<file path="src/rtl/core/sadu_pkg.sv">
`timescale 1ns / 1ps
// ----------------------------------------------------------------------------
// sadu_pkg: shared types for the sorted array insert/delete unit
// Request and response words, operation and status codes, and the tap
// that every cell shows to its neighbors.
// ----------------------------------------------------------------------------
package sadu_pkg;

   localparam int DATA_WIDTH  = 32;
   localparam int COUNT_WIDTH = 5;

   typedef enum logic {
      SADU_OP_INSERT = 1'b0,
      SADU_OP_DELETE = 1'b1
   } sadu_op_type;

   typedef enum logic [1:0] {
      SADU_ST_DONE      = 2'd0,
      SADU_ST_FULL      = 2'd1,
      SADU_ST_EMPTY     = 2'd2,
      SADU_ST_NOT_FOUND = 2'd3
   } sadu_status_type;

   // request word
   typedef struct packed {
      sadu_op_type                   operation;
      logic signed [DATA_WIDTH-1:0]  value;
   } sadu_req_type;

   // response word
   typedef struct packed {
      sadu_status_type               status;
      logic [COUNT_WIDTH-1:0]        count;
   } sadu_rsp_type;

   // command broadcast to all cells
   typedef struct packed {
      logic                          ins_go;
      logic                          del_go;
      logic signed [DATA_WIDTH-1:0]  value;
   } sadu_cmd_type;

   // what a cell shows to its neighbors
   typedef struct packed {
      logic                          occ;   // holds an entry
      logic                          gt;    // entry greater than command value
      logic                          eq;    // entry equal to command value
      logic signed [DATA_WIDTH-1:0]  data;
   } sadu_tap_type;

endpackage

</file>
<file path="src/rtl/core/sadu_cell.sv">
`timescale 1ns / 1ps
// ----------------------------------------------------------------------------
// sadu_cell: one slot of the sorted chain
// Holds one entry, compares it to the broadcast value, and on a command
// takes the broadcast value, the lower neighbor's entry or the upper one's.
// ----------------------------------------------------------------------------
module sadu_cell (
   input  logic                  clock,
   input  logic                  occ,
   input  sadu_pkg::sadu_cmd_type cmd,
   input  sadu_pkg::sadu_tap_type below,
   input  sadu_pkg::sadu_tap_type above,
   output sadu_pkg::sadu_tap_type tap
);
   import sadu_pkg::*;

   logic signed [DATA_WIDTH-1:0] data_ff;
   logic signed [DATA_WIDTH-1:0] data_in;
   logic                         data_we;
   logic                         gt;
   logic                         eq;

   // compare against broadcast value
   assign gt = occ && (data_ff > cmd.value);
   assign eq = occ && (data_ff == cmd.value);

   assign tap.occ  = occ;
   assign tap.gt   = gt;
   assign tap.eq   = eq;
   assign tap.data = data_ff;

   // next entry: shift up on insert, shift down on delete
   always_comb begin
      data_we = 1'b0;
      data_in = data_ff;
      if (cmd.ins_go) begin
         if (below.gt) begin
            data_we = 1'b1;
            data_in = below.data;
         end else if (gt || (!occ && below.occ)) begin
            data_we = 1'b1;
            data_in = cmd.value;
         end
      end else if (cmd.del_go) begin
         // last equal entry is dropped and everything above it moves down
         if (gt || (eq && !above.eq)) begin
            data_we = 1'b1;
            data_in = above.data;
         end
      end
   end

   always_ff @(posedge clock) begin
      if (data_we) begin
         data_ff <= data_in;
      end
   end

endmodule

</file>
<file path="src/rtl/core/sorted_array_insert_delete_unit.sv">
`timescale 1ns / 1ps
// Response: the response word is registered and appears in the cycle after the request is taken.
// Throughput: one request per cycle; busy stays low, every cell updates in
//   the same edge that takes the word, so the next word sees the new order.
// Reset: synchronous, clears the fill count and the response strobe; cell
//   contents are left as they are and only slots below the count are used.
// ----------------------------------------------------------------------------
// sorted_array_insert_delete_unit: sorted store with insert and delete
// A row of DEPTH compare-and-shift cells keeps signed values in ascending
// order; a fill count marks which cells hold entries.
// ----------------------------------------------------------------------------
module sorted_array_insert_delete_unit #(
   parameter int DEPTH = 16
) (
   input  logic                  clock,
   input  logic                  reset,
   input  logic                  start,
   output logic                  busy,
   input  sadu_pkg::sadu_req_type req_word,
   output logic                  rsp_strobe,
   output sadu_pkg::sadu_rsp_type rsp_word
);
   import sadu_pkg::*;

   localparam int CNT_W = $clog2(DEPTH + 1);

   logic [CNT_W-1:0]     count_ff;
   logic [CNT_W-1:0]     count_in;
   logic                 rsp_strobe_ff;
   sadu_rsp_type         rsp_word_ff;
   sadu_rsp_type         rsp_word_in;
   logic                 accept;
   logic                 full;
   logic                 empty;
   logic                 found;
   logic [DEPTH-1:0]     occ;
   logic [DEPTH-1:0]     eq_vec;
   sadu_cmd_type         cmd;
   sadu_tap_type         taps [DEPTH];
   sadu_tap_type         base_tap;
   sadu_tap_type         top_tap;

   // the chain takes a word every cycle
   assign busy   = 1'b0;
   assign accept = start && !busy;

   assign full  = (count_ff == CNT_W'(DEPTH));
   assign empty = (count_ff == '0);
   assign found = |eq_vec;

   // broadcast command
   always_comb begin
      cmd.value  = req_word.value;
      cmd.ins_go = accept && (req_word.operation == SADU_OP_INSERT) && !full;
      cmd.del_go = accept && (req_word.operation == SADU_OP_DELETE) && !empty
                   && found;
   end

   // chain ends: a virtual occupied smaller entry below, nothing above
   assign base_tap = '{occ: 1'b1, gt: 1'b0, eq: 1'b0, data: '0};
   assign top_tap  = '{occ: 1'b0, gt: 1'b0, eq: 1'b0, data: '0};

   // cell row
   for (genvar i = 0; i < DEPTH; i++) begin : g_cell
      assign occ[i]    = (CNT_W'(i) < count_ff);
      assign eq_vec[i] = taps[i].eq;
      sadu_cell u_cell (
         .clock (clock),
         .occ   (occ[i]),
         .cmd   (cmd),
         .below ((i == 0) ? base_tap : taps[(i == 0) ? 0 : i - 1]),
         .above ((i == DEPTH - 1) ? top_tap : taps[(i == DEPTH - 1) ? i : i + 1]),
         .tap   (taps[i])
      );
   end

   // count and status
   always_comb begin
      count_in           = count_ff;
      rsp_word_in.status = SADU_ST_DONE;
      if (req_word.operation == SADU_OP_INSERT) begin
         if (full) begin
            rsp_word_in.status = SADU_ST_FULL;
         end else begin
            count_in = count_ff + CNT_W'(1);
         end
      end else begin
         if (empty) begin
            rsp_word_in.status = SADU_ST_EMPTY;
         end else if (!found) begin
            rsp_word_in.status = SADU_ST_NOT_FOUND;
         end else begin
            count_in = count_ff - CNT_W'(1);
         end
      end
      rsp_word_in.count = COUNT_WIDTH'(count_in);
   end

   always_ff @(posedge clock) begin
      if (reset) begin
         count_ff      <= '0;
         rsp_strobe_ff <= 1'b0;
      end else begin
         rsp_strobe_ff <= accept;
         if (accept) begin
            count_ff <= count_in;
         end
      end
   end

   // response payload
   always_ff @(posedge clock) begin
      if (accept) begin
         rsp_word_ff <= rsp_word_in;
      end
   end

   assign rsp_strobe = rsp_strobe_ff;
   assign rsp_word   = rsp_word_ff;

   // checks
   a_count_bound: assert property (@(posedge clock) disable iff (reset)
      count_ff <= CNT_W'(DEPTH))
      else $error("fill count above depth");

   a_strobe_follows: assert property (@(posedge clock) disable iff (reset)
      accept |=> rsp_strobe)
      else $error("response strobe missing after accept");

   a_count_idle: assert property (@(posedge clock) disable iff (reset)
      !accept |=> $stable(count_ff))
      else $error("fill count moved without a request");

   a_count_step: assert property (@(posedge clock) disable iff (reset)
      (cmd.ins_go || cmd.del_go) |=>
         (count_ff == $past(count_ff) + CNT_W'(1)) ||
         (count_ff == $past(count_ff) - CNT_W'(1)))
      else $error("fill count did not step by one");

   a_reject_hold: assert property (@(posedge clock) disable iff (reset)
      (accept && !cmd.ins_go && !cmd.del_go) |=> $stable(count_ff))
      else $error("rejected request changed the count");

endmodule
</file>
<file path="config.mk">
export PLATFORM = sky130hd
export DESIGN_NAME = sorted_array_insert_delete_unit
export DESIGN_NICKNAME = d
export VERILOG_FILES = /design/src/rtl/core/sadu_pkg.sv /design/src/rtl/core/sadu_cell.sv /design/src/rtl/core/sorted_array_insert_delete_unit.sv
export SDC_FILE = /design/constraint.sdc
export NUM_CORES = 2
export LEC_CHECK = 0
export ABC_AREA = 1
export ABC_CLOCK_PERIOD_IN_PS = 4500
export BUFFER_PORTS_ARGS = -buffer_cell sky130_fd_sc_hd__buf_2
export CAP_MARGIN = 0
export CORE_ASPECT_RATIO = 1.75
export CORE_MARGIN = 4
export CORE_UTILIZATION = 50
export CTS_CLUSTER_SIZE = 12
export DETAILED_ROUTE_END_ITERATION = 12
export PLACE_DENSITY = 0.72
export SLEW_MARGIN = 20
export SYNTH_ARGS = -nofsm -noshare
export SYNTH_HDL_FRONTEND = slang
export SYNTH_SLANG_ARGS = --single-unit
</file>
<file path="constraint.sdc">
create_clock -name clock -period 4.5 [get_ports clock]
set_input_delay 0.45 -clock clock [delete_from_list [all_inputs] [get_ports clock]]
set_output_delay 0.45 -clock clock [all_outputs]
set_load 0.005 [all_outputs]
</file>
==> parameters.txt <==
Parameter                              Value

CTS
  Count of buffers added by post-CTS timing repair for setup ... 0
  CTS clock-pin slew for the worst setup and hold paths ... 0.06 ns
  Root Buffer ... sky130_fd_sc_hd__clkbuf_16
  Source-to-sink clock delay at the later pin of the worst-skew pair ... 0.60 ns
  TritonCTS Buffers ... 52
  Clock net sink count ... 525
  Number of hold-repair buffers added at the cts stage ... 0
  Resized Gates After CTS ... 0
  H-tree level count ... 2
  Buffer levels on the longest clock path ... 3
  CTS tree ... yes

Finish
  Synth-to-layout area growth ... 7.41%
  Final Net Count ... 5,451
  Final instance area ... 41,800 um2
  Count of antenna diodes in the layout ... 0
  Number of fill cells ... 7,364
  Core Util, Final ... 54.1%
  Fraction of final layout cells sized beyond drive strength 1 ... 5.30%

Logic synthesis
  Share of Yosys cell area claimed by the top area cell type ... 40.0%
  Area contributors post-synth ... sky130_fd_sc_hd__edfxtp_1, sky130_fd_sc_hd__nand2_1, sky130_fd_sc_hd__ha_1
  Synthesized netlist net count ... 5,513
  Share of synthesized flip-flops with an asynchronous set or reset ... 0%
  Synthesized netlist cell count ... 4,962
  Number of distinct standard cells referenced by the synthesized netlist ... 44
  Post-synth EDFFs ... 519
  Most common cell in the synthesized netlist ... sky130_fd_sc_hd__nand2_1
  Fraction of synthesized area in multiplexers ... 0%
  Most used DFF post-synth ... sky130_fd_sc_hd__edfxtp_1
  Mean cell area of the mapped netlist ... 7.85 um2
  Cell type contributing the most total cell area after synthesis ... sky130_fd_sc_hd__edfxtp_1
  Arithmetic-cell share of the synthesized area counting full adders, half adders and majority gates ... 16.5%
  Share of the synthesized area in compound gates (AO/OA/AOI/OAI) ... 15.1%
  Post-Synth Simple-Gate Area ... 23.6%
  Top cells by count, synth ... sky130_fd_sc_hd__nand2_1, sky130_fd_sc_hd__o21ai_0, sky130_fd_sc_hd__nor2_1
  Sequential-to-total area share from yosys stat ... 40.3%
  Synth warn ... 0
  Combinational family with the most area after synthesis ... simple AND/OR/NAND/NOR gates
  Post-synthesis instance area ... 39,000 um2
  FF+latch count, synth ... 525
  Xor/xnor cell area share of the yosys netlist ... 0.0225%

Floorplanning
  Area of the core ... 77,400 um2
  Chip Height ... 377 um
  I/O pin total ... 45
  Cell row count ... 135
  Total Die Area ... 82,600 um2
  Initial core utilization ... 50.4%
  Die W ... 219 um

Routing
  Wire length per cell after detailed routing ... 17.3 um
  Number of vias per cell after detailed routing ... 5.60
  Overall via count from detail_route ... 33,363
  Violation count after the first detailed-routing iteration ... 2,241
  Number of nets with antenna violations after routing ... 0
  Number of iterations in the first detailed-routing pass ... 5
  DRC violation count after routing ... 0
  Wire length reported by the detailed router ... 103,000 um

Worst setup path
  Buf+Inv Stages, Crit Path ... 5
  Type of destination of the critical path ... flip-flop
  Setup Crit Path Kind ... flip-flop to flip-flop
  Required time worst endpoint ... 4.74 ns
  Startpoint types ... flip-flop
  Worst path top cell family by delay ... buffers and inverters
  Data arrival, critical path ... 3.96 ns
  Maximum single-stage delay on the critical path ... 0.56 ns
  Cell chain of the critical path ... inv_1 > ha_1 > nand3_1 > nor2_1 > inv_1 > nand2_8 > clkinv_8 > buf_4 > nand2_1 > nand2_1 > buf_4
  Standard cell with the maximum stage delay on the critical path ... sky130_fd_sc_hd__dfxtp_1
  Maximum fanout along the worst path ... 58

Placement
  DP Wirelength ... 75,800 um
  Number of port buffers ... 43
  Placed cell area ... 40,400 um2
  Routability-driven placement congestion ratio ... 0.878

Global routing
  Number of antenna violations at the first check in global routing ... 1
  Overall fraction of global-route tracks in use ... 24.5%
  Global-route wire length before repair ... 165,000 um
  Overflow left after global routing ... 0
  Vias in the first global route ... 32,315
  Maximum number of pins on one net before global-route repair ... 220

Power
  Switching power ... 3.81 mW
  Switching share of power ... 30.5%
  Power share of the combinational group ... 20.4%
  Post-layout power ... 12.5 mW
  Power Internal ... 8.67 mW
  Clock power frac ... 32.7%
  P per Cell Area ... 298 nW/um2
  Sequential power share ... 46.9%
  Worst vdd rail ir drop ... 0.278 mV
  Leakage component of the power ... 18.2 nW

STA
  Total setup violations reported at the end of the flow ... 0
  Hold Violations, Final ... 0
  Setup repair after global routing missed its margin ... false
  Worst clock skew ... 0.0143 ns
  Slew of the pin with the lowest slew margin ... 1.07 ns
  Max Slew Vio Count ... 0
  Final clock period utilization by the worst path ... 82.7%
  Top achievable clock speed ... 269 MHz
  Relative slew margins ... 28.9%
  Total Neg Setup Slack ... 0 ns
  Post-layout minimum cycle time ... 3.72 ns

Run status
  Status ... complete, no violations

Min path
  Type of the worst min-delay path ... primary input to flip-flop

Job
  Max-capacitance violation count ... 0
[layout by cell type, fill, tap and decap left out, types with 53 or more instances in the layout]
cell,Yosys,routed
sky130_fd_sc_hd__clkbuf_16,0,53
sky130_fd_sc_hd__o21ai_1,79,79
sky130_fd_sc_hd__nand3_1,71,58
sky130_fd_sc_hd__nand2_1,1743,1742
sky130_fd_sc_hd__edfxtp_1,519,519
sky130_fd_sc_hd__a21oi_1,482,475
sky130_fd_sc_hd__inv_1,96,96
sky130_fd_sc_hd__o21ai_0,544,544
sky130_fd_sc_hd__nor2_1,521,515
sky130_fd_sc_hd__ha_1,515,515
sky130_fd_sc_hd__buf_4,17,83
[logic make-up (layout without fill, tap and decap cells)]
kind of cell,after synthesis,after routing
simple gates,2376,2376
flops,525,525
xor+xnor,1,1
fa+ha+maj,515,515
buf+inv,391,358
other cells,1,1
compound gates,1153,1153
[power by group through the flow]
stage | Clock [mW] | Combinational [mW] | Sequential, mW
final | 4.08 | 2.55 | 5.86
after global placement | 0 | 2.45 | 5.95
after CTS | 4.16 | 2.55 | 5.86
after floorplan | 0 | 1.87 | 5.90
after detailed placement | 0 | 2.53 | 5.96
after global routing | 4.31 | 2.92 | 5.88
[metrics by stage]
stage	setup WS (ns)	std cells	hold slack (ns)
5_1_grt	0.519	5956	0.184
4_1_cts	0.807	5956	0.124
3_3_place_gp	0.572	5873	0.541
2_1_floorplan	0.0111	4962	0.522
6_report	0.781	5956	0.167
3_5_place_dp	0.527	5873	0.554
[cell type report]
| type | count | area (um2) | area share [%] |
|---|---|---|---|
| Tap cell | 1027 | 1280 | 3.07 |
| Sequential cell | 525 | 15700 | 37.5 |
| Inverter | 134 | 520 | 1.24 |
| Clock buffer | 76 | 1420 | 3.40 |
| Clock inverter | 7 | 31.3 | 0.0748 |
| Timing Repair Buffer | 141 | 1140 | 2.72 |
| Multi-Input combinational cell | 4046 | 21700 | 52.0 |
[final timing paths]
path | from | endpoint | slack [ns] | cells after the start
worst max-delay path | count_ff[0]$_SDFFE_PP0P_ | g_cell[9].u_cell.data_ff[20]$_DFFE_PP_ | 0.78 | 11
worst min-delay path | reset | rsp_strobe$_SDFF_PP0_ | 0.17 | 2
worst max register to register | count_ff[0]$_SDFFE_PP0P_ | g_cell[9].u_cell.data_ff[20]$_DFFE_PP_ | 0.78 | 11
worst min register to register | g_cell[15].u_cell.data_ff[7]$_SDFFCE_PN0P_ | g_cell[14].u_cell.data_ff[7]$_DFFE_PP_ | 0.56 | 2
[flip-flops by register name, indices dropped and copies added (netlist names)]
| signal | cells |
|---|---|
| count_ff | 5 |
| g_cell.u_cell.data_ff | 512 |
| rsp_strobe | 1 |
| rsp_word | 7 |
[per-layer routing]
layer / vias up / track usage (%) / wire (um)
li1: 16834 / - / -
met1: 15516 / 28.0 / 39800
met2: 802 / 46.3 / 54700
met3: 211 / 1.79 / 3640
met4: 0 / 10.7 / 4800
met5: - / 0 / 0
(Power assumes the default switching activity.)
